<file path="config.mk">
export PLATFORM = sky130hd
export DESIGN_NAME = dsh_div
export DESIGN_NICKNAME = d
export VERILOG_FILES = /design/src/design/dsh_pkg.sv /design/src/design/dsh_div.sv
export SDC_FILE = /design/constraint.sdc
export NUM_CORES = 1
export LEC_CHECK = 0
export BUFFER_PORTS_ARGS = -buffer_cell sky130_fd_sc_hd__buf_2
export CAP_MARGIN = 0
export CORE_ASPECT_RATIO = 0.8
export CORE_MARGIN = 1
export CORE_UTILIZATION = 44
export DETAILED_ROUTE_END_ITERATION = 10
export PLACE_DENSITY = 0.61
export SLEW_MARGIN = 20
export SYNTH_ARGS = -nofsm -noshare
export SYNTH_HDL_FRONTEND = slang
export SYNTH_SLANG_ARGS = --single-unit
</file>
<file path="constraint.sdc">
create_clock -name clk_i -period 10.7 [get_ports clk_i]
set_input_delay 2.14 -clock clk_i [delete_from_list [all_inputs] [get_ports clk_i]]
set_output_delay 2.14 -clock clk_i [all_outputs]
set_load 0.02 [all_outputs]
</file>
<file path="src/design/dsh_pkg.sv">
`timescale 1ns / 1ps
// ----------------------------------------------------------------------------
// dsh_pkg
// Shared types and constants of the diamond-square heightmap generator.
// ----------------------------------------------------------------------------
package dsh_pkg;

  localparam int unsigned MaxLogDefault = 8;
  // Width of the running neighbor total (sum of four Q24.8 heights plus offset).
  localparam int unsigned TotW          = 36;

  localparam logic [1:0] CfgSizeLog   = 2'd0;
  localparam logic [1:0] CfgRoughness = 2'd1;

  localparam logic [1:0] PhSeed    = 2'd0;
  localparam logic [1:0] PhSquare  = 2'd1;
  localparam logic [1:0] PhDiamond = 2'd2;

  localparam logic [3:0] SizeLogReset   = 4'd6;
  localparam logic [3:0] SizeLogMin     = 4'd2;
  localparam logic [15:0] RoughReset    = 16'd4096;

  typedef enum logic [2:0] {
    ST_IDLE,
    ST_SEED,
    ST_READ,
    ST_MUL1,
    ST_MUL2,
    ST_ADD,
    ST_DIV,
    ST_OUT
  } state_e;

endpackage

</file>
<file path="src/design/dsh_div.sv">
`timescale 1ns / 1ps
// ----------------------------------------------------------------------------
// dsh_div
// Divides a signed total by a neighbor count (3 or 4; 2 halves, others pass
// unscaled), magnitude out: magnitude, split products, reciprocal correction.
// ----------------------------------------------------------------------------
module dsh_div (
  input  logic                            clk_i,
  input  logic                            rst_ni,
  input  logic                            start_i,
  input  logic signed [dsh_pkg::TotW-1:0] dvd_i,
  input  logic [2:0]                      dvs_i,
  output logic                            done_o,
  output logic [dsh_pkg::TotW-1:0]        quo_o
);

  localparam int unsigned TW     = dsh_pkg::TotW;
  localparam int unsigned HiW    = TW - 16;               // upper part of the magnitude
  localparam int unsigned YW     = HiW + 1;               // upper plus lower part
  localparam logic [14:0] ThirdK = 15'd21845;             // (2^16 - 1) / 3
  localparam logic [YW-1:0] ThirdM = YW'(1398102);        // (2^22 + 2) / 3
  localparam int unsigned ThirdS = 22;

  logic              v1_q, v2_q, done_q;
  logic [TW-1:0]     mag_q, mag_d;
  logic [2:0]        dvs_q;
  logic [TW-1:0]     hi_q, hi_d;
  logic [YW-1:0]     y_q, y_d;
  logic [TW-1:0]     quo_q, quo_d;

  always_comb begin
    logic [HiW-1:0]  mh;
    logic [HiW+14:0] hp;
    logic [2*YW-1:0] yp;
    mag_d = dvd_i[TW-1] ? TW'(-dvd_i) : TW'(dvd_i);
    mh    = mag_q[TW-1:16];
    hp    = (HiW+15)'(mh) * (HiW+15)'(ThirdK);
    unique case (dvs_q)
      3'd3: begin
        // x = hi * 2^16 + lo, so x / 3 = hi * 21845 + (hi + lo) / 3
        hi_d = TW'(hp);
        y_d  = YW'(mh) + YW'(mag_q[15:0]);
      end
      3'd4: begin
        hi_d = mag_q >> 2;
        y_d  = '0;
      end
      3'd2: begin
        hi_d = mag_q >> 1;
        y_d  = '0;
      end
      default: begin
        // any other count: total passes unscaled
        hi_d = mag_q;
        y_d  = '0;
      end
    endcase
    yp    = (2*YW)'(y_q) * (2*YW)'(ThirdM);
    quo_d = hi_q + TW'(yp[2*YW-1:ThirdS]);
  end

  always_ff @(posedge clk_i or negedge rst_ni) begin
    if (!rst_ni) begin
      v1_q   <= 1'b0;
      v2_q   <= 1'b0;
      done_q <= 1'b0;
    end else begin
      v1_q   <= start_i;
      v2_q   <= v1_q;
      done_q <= v2_q;
    end
  end

  always_ff @(posedge clk_i) begin
    if (start_i) begin
      mag_q <= mag_d;
      dvs_q <= dvs_i;
    end
    if (v1_q) begin
      hi_q <= hi_d;
      y_q  <= y_d;
    end
    if (v2_q) begin
      quo_q <= quo_d;
    end
  end

  assign done_o = done_q;
  assign quo_o  = quo_q;

endmodule

</file>
After elaboration in Yosys (flattened, before gate mapping)
Index checks and enable logic that the tools add are counted.
- bits in registers: 135
- bits of input ports: 42
- output and inout port bits: 37
- word-level logic and storage cells: 19
- add/subtract/negate cells: 3
- $mul: 2
- eq/ne operators: 3
- muxes and demuxes: 2
- operators by type and width (kind ; number):
    $pmux W36 S3 ; 1
    $mul A21 B20 Y41 const B ; 1
    $add A36 B20 Y36 ; 1
    $neg A36 Y36 ; 1
    $mul A20 B15 Y35 const B ; 1
    $mux W35 ; 1
    $add A20 B16 Y21 ; 1
    $eq A3 B2 Y1 const B ; 2
    $eq A3 B3 Y1 const B ; 1

Depth between registers and ports, before layout
Gate-level depths: netlist of the first run.
- depth after elaboration: 2
- depth in mapped cells: 34
- mapped depth without buffers: 33

Worst setup path before layout of the first run
OpenSTA, ideal clock, no wires.
- path kind: flip-flop to flip-flop
- start: register y_q[1]
- end: register quo_q[24], in the netlist quo_o[24], data pin
- library setup time: 261 ps
- data arrival time: 7873 ps
- required time: 10439 ps
- slack: 2566 ps
- stages on the path, launching flop included: 33
- buffers on the path: 0
- clock period less this slack: 8134 ps
- cell sequence: edfxtp_1 ha_1 xor2_1 ha_1 inv_1 fa_1 inv_1 fa_1 fa_1 fa_1 inv_1 fa_1 inv_1 ha_1 and4_1 and3_1 a211oi_1 nor2_1 a21oi_1 nor2b_1 o21a_1 nor2_1 xnor2_1 ha_1 nand2_1 o21ai_0 a221oi_1 a21oi_1 o311a_1 o21a_1 o2111ai_1 nor2_1 xor2_1
- cells in the longest elaborated chain, start to end: 2
- RTL lines (element ; line ; text):
    start, declared ; dsh_div.sv:28 ; logic [YW-1:0] y_q, y_d;
    start signal, assigned ; dsh_div.sv:81 ; y_q <= y_d;
    $mul A21 B20 Y41 ; dsh_div.sv:58 ; yp = (2*YW)'(y_q) * (2*YW)'(ThirdM);
    $add A36 B20 Y36 ; dsh_div.sv:59 ; quo_d = hi_q + TW'(yp[2*YW-1:ThirdS]);
    named net quo_d[24] ; dsh_div.sv:29 ; logic [TW-1:0] quo_q, quo_d;
    end signal, assigned ; dsh_div.sv:84 ; quo_q <= quo_d;
    end, declared ; dsh_div.sv:29 ;
The timed path passes the listed nets, and every way through them passes these cells.
A chain may end at the register's enable or synchronous reset.

Worst setup path in the final report of the first run
- start: register y_q[1]
- end: register quo_q[32], in the netlist quo_o[32], data pin
The elaborated chain is that of the path after synthesis.

==> impl_metrics.csv, run 1 <==
group,metric,value,unit
sta,finalSetupViolCount,0,
final_layout,final_common_cell,"inv_1",
yosys,synth-edff-count,132,
worst_setup_path,r2r-start,"y_q[1]$_SDFFCE_PN0P_",
sta,maxSlewHeadroom,32.5,%
yosys,synth-seq-area-share,19.9,%
grt,grt_pass1_vias,15049,
final_layout,fin_area,21900,sq um
yosys,ys.flop_type,"edfxtp_1",
yosys,synth.largest_area_cell,"fa_1",
clock_network,ctsHoldBuffers,0,
worst_setup_path,cp-start-kind,"flip-flop",
worst_setup_path,critical_path.max_fanout,8,
job,max_cap_violations,0,
worst_setup_path,reg2reg_depth,30,
sta,worst_pin_slew,1.01,ns
die,rows,69,
place,hpwl,42900,um
grt,grt_max_degree,59,
detailed_routing,drc,0,
detailed_routing,vias,14464,
worst_setup_path,cp-startpoint,"y_q[1]$_SDFFCE_PN0P_",
final_layout,syn_to_final_growth,8.19,%
worst_setup_path,end_kind,"flip-flop",
die,core_area,44900,sq um
grt,grt_pass1_wl,79400,um
grt,globalRoute.totalOverflow,0,
place,io_buffer_count,78,
sta,skew,0.0234,ns
detailed_routing,drtPass1Iterations,5,
final_layout,mostFrequentLayoutCells,"inv_1 (435), ha_1 (365), fa_1 (239)",
clock_network,path_clk_slew,0.06,ns
yosys,syn_area_per_cell,10.1,sq um
yosys,synth_top_area_share,23.6,%
clock_network,worstSkewPairLatency,0.46,ns
clock_network,clock-sinks,135,
worst_setup_path,endpoint,"quo_o[32]$_DFFE_PP_",
worst_setup_path,worstPathRequired,10.89,ns
clock_network,cts_resized,0,
final_layout,drive_gt1_share,6.41,%
detailed_routing,vias_per_cell,5.37,
sta,fmax,0.105,GHz
die,initial_utilization,45.1,%
yosys,synth_seq_cells,135,
sta,slew_violations,0,
detailed_routing,ant_nets,0,
place,routabilityCongestion,0.947,
sta,hold_viol,0,
final_layout,final_nets,2722,
yosys,synth_cells,2003,
sta,period_minus_slack,9.50,ns
yosys,synthesis.area,20300,sq um
clock_network,tritoncts,"yes",
die,die_area,46900,sq um
worst_setup_path,critical_path_arrival,9.69,ns
clock_network,clock_path_buffers,2,
final_layout,diodes,0,
worst_setup_path,critPathSlowestCell,"o2111ai_1",
detailed_routing,wl_per_cell,18.6,um
yosys,synthArstFlopShare,2.22,%
clock_network,numCtsBuffers,17,
die,io_pins,79,
yosys,syn_nets,2649,
clock_network,root_buffer,"clkbuf_16",
hold_path,holdCritPathClass,"flip-flop to flip-flop",
sta,grt_setup_unrepaired,"false",
die,die_x,242,um
clock_network,cts_setup_buffers,0,
sta,hold_slack,0.584,ns
yosys,synthTopCellsByArea,"fa_1 (24%), ha_1 (23%), edfxtp_1 (20%)",
yosys,yosysWarnings,0,
detailed_routing,drt-total-wl,50000,um
place,dpl_cell_area,21300,sq um
status,outcome,"finished, final reports clean",
sta,fin_crit_sh,88.8,%
worst_setup_path,criticalPathCategory,"flip-flop to flip-flop",
clock_network,cts_max_level,4,
yosys,synthDistinctLibCells,68,
grt,grtUsageTotal,21.8,%
worst_setup_path,worst_r2r_endpoint,"quo_o[32]$_DFFE_PP_",
sta,tns,0,ns
die,die_h,194,um
worst_setup_path,worst-r2r-setup-slack,1.20,ns
detailed_routing,drt_iter0_markers,950,
grt,antenna_found_initial,0,
worst_setup_path,slowest_delay,0.75,ns
## worst max-delay path, delay by kind of cell, from the launching register on
family / cells / cell delay [ns]
flip-flops: 1 / 0.53
adder cells (fa/ha/maj): 9 / 3.81
AO/OA/AOI/OAI: 10 / 3.27
AND/OR/NAND/NOR: 3 / 0.55
XOR/XNOR: 3 / 0.71
buffers and inverters: 5 / 0.36
## flip-flops by register name, indices dropped and copies added, names as in the netlist
| signal | count |
|---|---|
| v2_q | 1 |
| done_o | 1 |
| hi_q | 36 |
| y_q | 21 |
| mag_q | 36 |
| quo_o | 36 |
| v1_q | 1 |
| dvs_q | 3 |
## worst min path at each step
| stage | startpoint | endpoint | slack [ns] | cells after the start |
|---|---|---|---|---|
| detailed placement | hi_q[28]$_DFFE_PP_ | quo_o[28]$_DFFE_PP_ | 0.58 | 1 |
| floorplan | hi_q[0]$_DFFE_PP_ | quo_o[0]$_DFFE_PP_ | 0.53 | 1 |
| finish | hi_q[28]$_DFFE_PP_ | quo_o[28]$_DFFE_PP_ | 0.58 | 1 |
| global placement | hi_q[32]$_DFFE_PP_ | quo_o[32]$_DFFE_PP_ | 0.57 | 1 |
| global route | hi_q[31]$_DFFE_PP_ | quo_o[31]$_DFFE_PP_ | 0.62 | 1 |
| CTS | hi_q[28]$_DFFE_PP_ | quo_o[28]$_DFFE_PP_ | 0.59 | 1 |
## through the flow
stage | utilization [%] | worst slack (ns) | std cells
finish | 48.8 | 1.20 | 2692
global route | 48.8 | 0.635 | 2692
floorplan | - | 2.57 | 2003
detailed placement | 47.5 | 1.23 | 2660
global placement | 47.5 | 1.40 | 2660
CTS | 48.8 | 1.21 | 2692
## cell families (layout without fill, tap and decap cells)
| logic type | count (synthesis) | in the layout | share of synthesized area, % |
|---|---|---|---|
| AO/OA/AOI/OAI | 354 | 354 | 11.5 |
| XOR/XNOR | 130 | 130 | 5.62 |
| adder cells (fa/ha/maj) | 604 | 604 | 46.2 |
| buffers and inverters | 463 | 549 | 8.58 |
| flip-flops | 135 | 135 | 19.9 |
| multiplexers | 14 | 14 | 0.692 |
| AND/OR/NAND/NOR | 303 | 303 | 7.45 |
## per-layer routing
layer | up-vias | wire length (um) | global-route usage (%)
met5 | - | 0 | 0
met4 | 0 | 1350 | 7.15
met3 | 81 | 2690 | 4.00
met2 | 382 | 22800 | 35.3
met1 | 7103 | 23200 | 29.6
li1 | 6898 | - | -
## final cells by class
| class | count | area, sq um |
|---|---|---|
| clock buffer | 18 | 429 |
| clock inverter | 14 | 161 |
| timing repair buffer | 81 | 413 |
| multi-input combinational | 1405 | 14500 |
| fill | 4123 | 23000 |
| inverter | 436 | 1640 |
| tap | 603 | 754 |
| sequential | 135 | 4040 |
## synthesized netlist by cell type (7+ instances only)
cell,number
nor3_1,22
or3_1,11
o21ai_0,68
edfxtp_1,132
a21o_1,46
fa_1,239
nand3_1,14
a211oi_1,19
xor2_1,47
and2_1,14
and3_1,13
o21bai_1,8
o31ai_1,11
inv_1,435
a21oi_1,92
o21a_1,18
a221oi_1,9
clkbuf_1,26
xnor2_1,83
a31oi_1,14
and4_1,7
nand4_1,7
nand2_1,88
nor2_1,75
ha_1,365
nor2b_1,17
o22ai_1,7
mux2i_1,14
Power of run 1 is left out: the tool's default activity adds up to more than one toggle a clock period on the data nets, which glitch-free logic cannot reach.
==> run 2: changes to the inputs <==
--- a/config.mk
+++ b/config.mk
@@ -12,6 +12,7 @@
 export CORE_UTILIZATION = 44
 export DETAILED_ROUTE_END_ITERATION = 10
 export PLACE_DENSITY = 0.61
+export SKIP_LAST_GASP = 1
 export SLEW_MARGIN = 20
 export SYNTH_ARGS = -nofsm -noshare
 export SYNTH_HDL_FRONTEND = slang
==> constraint.sdc (replaced) <==
create_clock -name clk_i -period 9.6 [get_ports clk_i]
set_input_delay 1.92 -clock clk_i [delete_from_list [all_inputs] [get_ports clk_i]]
set_output_delay 1.92 -clock clk_i [all_outputs]
set_load 0.02 [all_outputs]
==> impl_metrics.csv, run 2 (synthesis gave the netlist of run 1 again) <==
group,metric,value,unit
status,outcome,"finished, final reports clean",
sta,period_minus_slack,8.94,ns
worst_setup_path,critical_path_arrival,9.12,ns
clock_network,worstSkewPairLatency,0.44,ns
hold_path,holdCritPathClass,"flip-flop to flip-flop",
sta,fmax,0.112,GHz
die,die_x,242,um
worst_setup_path,worstPathRequired,9.79,ns
die,rows,69,
final_layout,final_nets,2724,
worst_setup_path,r2r-start,"y_q[1]$_SDFFCE_PN0P_",
worst_setup_path,criticalPathCategory,"flip-flop to flip-flop",
clock_network,cts_resized,0,
final_layout,final_common_cell,"inv_1",
worst_setup_path,slowest_delay,0.54,ns
clock_network,numCtsBuffers,17,
final_layout,drive_gt1_share,6.46,%
die,io_pins,79,
final_layout,syn_to_final_growth,8.09,%
final_layout,diodes,0,
grt,grtUsageTotal,21.9,%
worst_setup_path,critical_path.max_fanout,8,
place,hpwl,43400,um
worst_setup_path,worst-r2r-setup-slack,0.66,ns
worst_setup_path,cp-start-kind,"flip-flop",
grt,globalRoute.totalOverflow,0,
sta,grt_setup_unrepaired,"false",
final_layout,mostFrequentLayoutCells,"inv_1 (435), ha_1 (365), fa_1 (239)",
clock_network,root_buffer,"clkbuf_16",
worst_setup_path,worst_r2r_endpoint,"quo_o[30]$_DFFE_PP_",
sta,hold_viol,0,
detailed_routing,drt_iter0_markers,856,
die,initial_utilization,45.1,%
grt,grtUsageMet1,29.8,%
clock_network,cts_max_level,4,
sta,worst_pin_slew,1.00,ns
grt,antenna_found_initial,0,
clock_network,clock_path_buffers,2,
worst_setup_path,critPathMostFrequentCell,"fa_1",
sta,tns,0,ns
clock_network,tritoncts,"yes",
worst_setup_path,end_kind,"flip-flop",
final_layout,utilization,48.8,%
worst_setup_path,reg2reg_depth,33,
grt,grt_pass1_wl,79900,um
place,io_buffer_count,78,
sta,slew_violations,0,
hold_path,worstHoldEndpoint,"quo_o[28]$_DFFE_PP_",
detailed_routing,wl_per_cell,18.6,um
detailed_routing,ant_nets,0,
sta,maxSlewHeadroom,33.0,%
detailed_routing,vias_per_cell,5.34,
clock_network,cts_setup_buffers,0,
hold_path,hold-path-cell-count,1,
grt,use_met3,3.53,%
sta,finalSetupViolCount,0,
final_layout,filler_cell_count,4129,
grt,grt_pass1_vias,14889,
detailed_routing,drtPass1Iterations,6,
detailed_routing,vias,14373,
worst_setup_path,critPathSlowestCell,"fa_1",
clock_network,ctsHoldBuffers,0,
grt,top_usage_layer,"met2",
detailed_routing,drt-total-wl,50100,um
hold_path,min-delay-start,"hi_q[28]$_DFFE_PP_",
clock_network,path_clk_slew,0.06,ns
place,routabilityCongestion,0.940,
die,die_h,194,um
die,die_area,46900,sq um
sta,skew,0.00986,ns
detailed_routing,drc,0,
grt,grt_max_degree,59,
die,core_area,44900,sq um
grt,use_met2,36.7,%
clock_network,clock-sinks,135,
job,max_cap_violations,0,
sta,fin_crit_sh,93.1,%
run 2: critical path, delay by kind of cell, from the launching register on:
family          cells  cell delay [ns]
xor+xnor            3             0.65
compound gates      9             2.39
buf+inv             5             0.47
simple gates        7             0.92
fa+ha+maj           9             3.73
flops               1             0.52
run 2: metrics by stage:
stage	hold slack (ns)	cells	cell area [sq um]	setup slack [ns]
floorplan	0.526	2003	20300	1.47
global placement	0.560	2662	21300	0.795
detailed placement	0.582	2662	21300	0.720
CTS	0.589	2694	21900	0.672
global route	0.603	2694	21900	0.117
finish	0.587	2694	21900	0.661
run 2: layout make-up:
cell class                 instances  area, sq um  share of cell area (%)
inverter                         436         1640                    7.48
timing repair buffer              83          428                    1.95
sequential                       135         4040                    18.5
multi-input combinational       1405        14500                    66.1
clock buffer                      19          433                    1.98
tap                              603          754                    3.45
clock inverter                    13          123                   0.560
run 2: layer usage:
| metal | share of wire (%) | wire length (um) |
|---|---|---|
| met1 | 47 | 23500 |
| met2 | 48 | 23800 |
| met3 | 4.2 | 2090 |
| met4 | 1.3 | 663 |
| met5 | 0 | 0 |
run 2: worst max-delay path by stage:
stage                          from  cells past startpoint             endpoint
2_1_floorplan  y_q[1]$_SDFFCE_PN0P_                     32  quo_o[24]$_DFFE_PP_
3_3_place_gp   y_q[1]$_SDFFCE_PN0P_                     33  quo_o[30]$_DFFE_PP_
3_5_place_dp   y_q[1]$_SDFFCE_PN0P_                     33  quo_o[30]$_DFFE_PP_
4_1_cts        y_q[1]$_SDFFCE_PN0P_                     33  quo_o[30]$_DFFE_PP_
5_1_grt        y_q[1]$_SDFFCE_PN0P_                     33  quo_o[28]$_DFFE_PP_
6_report       y_q[1]$_SDFFCE_PN0P_                     33  quo_o[30]$_DFFE_PP_
Power of run 2 is left out for the same reason.
==> run 3: changes to the inputs <==
--- a/config.mk
+++ b/config.mk
@@ -5,12 +5,14 @@
 export SDC_FILE = /design/constraint.sdc
 export NUM_CORES = 1
 export LEC_CHECK = 0
+export ABC_AREA = 1
 export BUFFER_PORTS_ARGS = -buffer_cell sky130_fd_sc_hd__buf_2
 export CAP_MARGIN = 0
 export CORE_ASPECT_RATIO = 0.8
 export CORE_MARGIN = 1
 export CORE_UTILIZATION = 44
 export DETAILED_ROUTE_END_ITERATION = 10
+export GPL_TIMING_DRIVEN = 0
 export PLACE_DENSITY = 0.61
 export SKIP_LAST_GASP = 1
 export SLEW_MARGIN = 20
==> impl_metrics.csv, run 3 <==
group,metric,value,unit
yosys,synth-seq-area-share,17.4,%
status,outcome,"finished, final reports clean",
sta,worst_pin_slew,0.879,ns
yosys,synth_cells,2967,
detailed_routing,met3_length,6820,um
clock_network,numCtsBuffers,17,
sta,finalSetupViolCount,0,
yosys,synth_top_area_share,20.6,%
yosys,synthDistinctLibCells,44,
yosys,syn_area_per_cell,7.83,sq um
clock_network,cts_resized,0,
sta,skew,0.00982,ns
clock_network,path_clk_slew,0.06,ns
die,core_area,51600,sq um
sta,fmax,0.122,GHz
final_layout,final_cells,3761,
worst_setup_path,critPathSlowestCell,"edfxtp_1",
detailed_routing,vias_per_cell,5.21,
final_layout,diodes,0,
clock_network,ctsHoldBuffers,0,
worst_setup_path,cp-start-kind,"flip-flop",
detailed_routing,wl_per_cell,19.1,um
grt,antenna_found_initial,0,
final_layout,utilization,48.8,%
sta,fin_crit_sh,85.4,%
yosys,synthTopCellsByArea,"fa_1 (21%), ha_1 (20%), edfxtp_1 (17%)",
place,routabilityCongestion,0.988,
clock_network,cts_max_level,4,
die,initial_utilization,45.1,%
die,die_h,208,um
die,rows,74,
sta,hold_viol,0,
yosys,yosysWarnings,0,
clock_network,tritoncts,"yes",
clock_network,worstSkewPairLatency,0.45,ns
yosys,yosys-top-cells-count,"inv_1 (694), nand2_1 (672), ha_1 (365)",
detailed_routing,dr_wl_met2,28200,um
sta,maxSlewHeadroom,41.4,%
clock_network,clock_path_buffers,2,
worst_setup_path,worst-r2r-setup-slack,1.40,ns
worst_setup_path,critical_path.max_fanout,8,
detailed_routing,ant_nets,0,
worst_setup_path,end_kind,"flip-flop",
grt,grt_max_degree,59,
worst_setup_path,critical_path_arrival,8.42,ns
detailed_routing,drt-total-wl,72000,um
detailed_routing,drc,0,
final_layout,drive_gt1_share,6.21,%
clock_network,root_buffer,"clkbuf_16",
die,die_x,259,um
sta,tns,0,ns
sta,grt_setup_unrepaired,"false",
worst_setup_path,criticalPathCategory,"flip-flop to flip-flop",
place,io_buffer_count,78,
worst_setup_path,worstPathRequired,9.82,ns
yosys,syn_nets,3613,
yosys,synthesis.area,23200,sq um
hold_path,holdCritPathClass,"flip-flop to flip-flop",
detailed_routing,wl_met1,35100,um
place,dp_cells,3729,
detailed_routing,vias,19612,
clock_network,cts_setup_buffers,0,
yosys,synth-edff-count,132,
yosys,synth_seq_cells,135,
final_layout,syn_to_final_growth,8.18,%
sta,period_minus_slack,8.20,ns
sta,slew_violations,0,
place,hpwl,62700,um
yosys,yosysMostFrequentCell,"inv_1",
yosys,ys.flop_type,"edfxtp_1",
yosys,synthArstFlopShare,2.22,%
grt,grt_pass1_wl,112000,um
sta,hold_slack,0.545,ns
die,die_area,53800,sq um
grt,grt_pass1_vias,19693,
final_layout,final_common_cell,"inv_1",
grt,globalRoute.totalOverflow,0,
final_layout,mostFrequentLayoutCells,"inv_1 (694), nand2_1 (672), ha_1 (365)",
job,max_cap_violations,0,
yosys,synth.largest_area_cell,"fa_1",
final_layout,final_nets,3710,
worst_setup_path,slowest_delay,0.59,ns
die,io_pins,79,
detailed_routing,drt_iter0_markers,1742,
detailed_routing,routed.top_layer,"met5",
detailed_routing,drtPass1Iterations,6,
clock_network,clock-sinks,135,
grt,grtUsageTotal,27.6,%
## run 3: changes by cell type in the layout (fill, tap and decap cells not counted), moves of 36 or more
cell	previous run	this run
nand2_1	88	672
inv_1	435	694
nor2_1	75	220
nand3_1	14	134
xnor2_1	83	15
a21o_1	46	10
## run 3: logic make-up after synthesis
kind of cell	synth area share (%)
AND/OR/NAND/NOR	21.5
AO/OA/AOI/OAI	6.58
flip-flops	17.4
XOR/XNOR	2.71
buffers and inverters	11.6
adder cells (fa/ha/maj)	40.2
## run 3: through the flow
| stage | cell area (sq um) | worst slack [ns] |
|---|---|---|
| after floorplan | 23200 | 2.81 |
| after global placement | 24500 | 1.46 |
| after detailed placement | 24500 | 1.44 |
| after CTS | 25100 | 1.43 |
| after global routing | 25100 | 0.961 |
| final | 25100 | 1.40 |
## run 3: layout make-up
cell class / instances / area (sq um)
Clock buffer: 17 / 425
Sequential cell: 135 / 4040
Buffer: 19 / 82.6
Clock inverter: 15 / 224
Multi-Input combinational cell: 2115 / 16500
Timing Repair Buffer: 78 / 390
Tap cell: 684 / 856
Inverter: 698 / 2620
Fill cell: 5050 / 26400
## run 3: routing by layer
metal  vias up  GRT usage (%)
met2       752           38.8
met3        98           6.76
met5         -           2.69
met4         4           6.73
met1      9213           41.7
li1       9545              -
## run 3: critical path, delay by kind of cell, from the launching register on
kind                       cells  cell delay, ns
adders and majority gates     10            4.28
and+or+nand+nor               12            1.12
xor gates and xnor gates       2            0.87
AOI/OAI and AO/OA              3            0.63
DFF                            1            0.59
buffers and inverters          6            0.46
## run 3: worst paths after layout
path / start / to / cells after the start
setup / recovery: y_q[1]$_SDFFCE_PN0P_ / quo_o[34]$_DFFE_PP_ / 33
hold / removal: hi_q[34]$_DFFE_PP_ / quo_o[34]$_DFFE_PP_ / 2
setup reg to reg: y_q[1]$_SDFFCE_PN0P_ / quo_o[34]$_DFFE_PP_ / 33
hold reg to reg: hi_q[34]$_DFFE_PP_ / quo_o[34]$_DFFE_PP_ / 2
max in group asynchronous: rst_ni / v1_q$_DFF_PN0_ / 1
min in group asynchronous: rst_ni / v1_q$_DFF_PN0_ / 1
Power of run 3 is left out for the same reason.
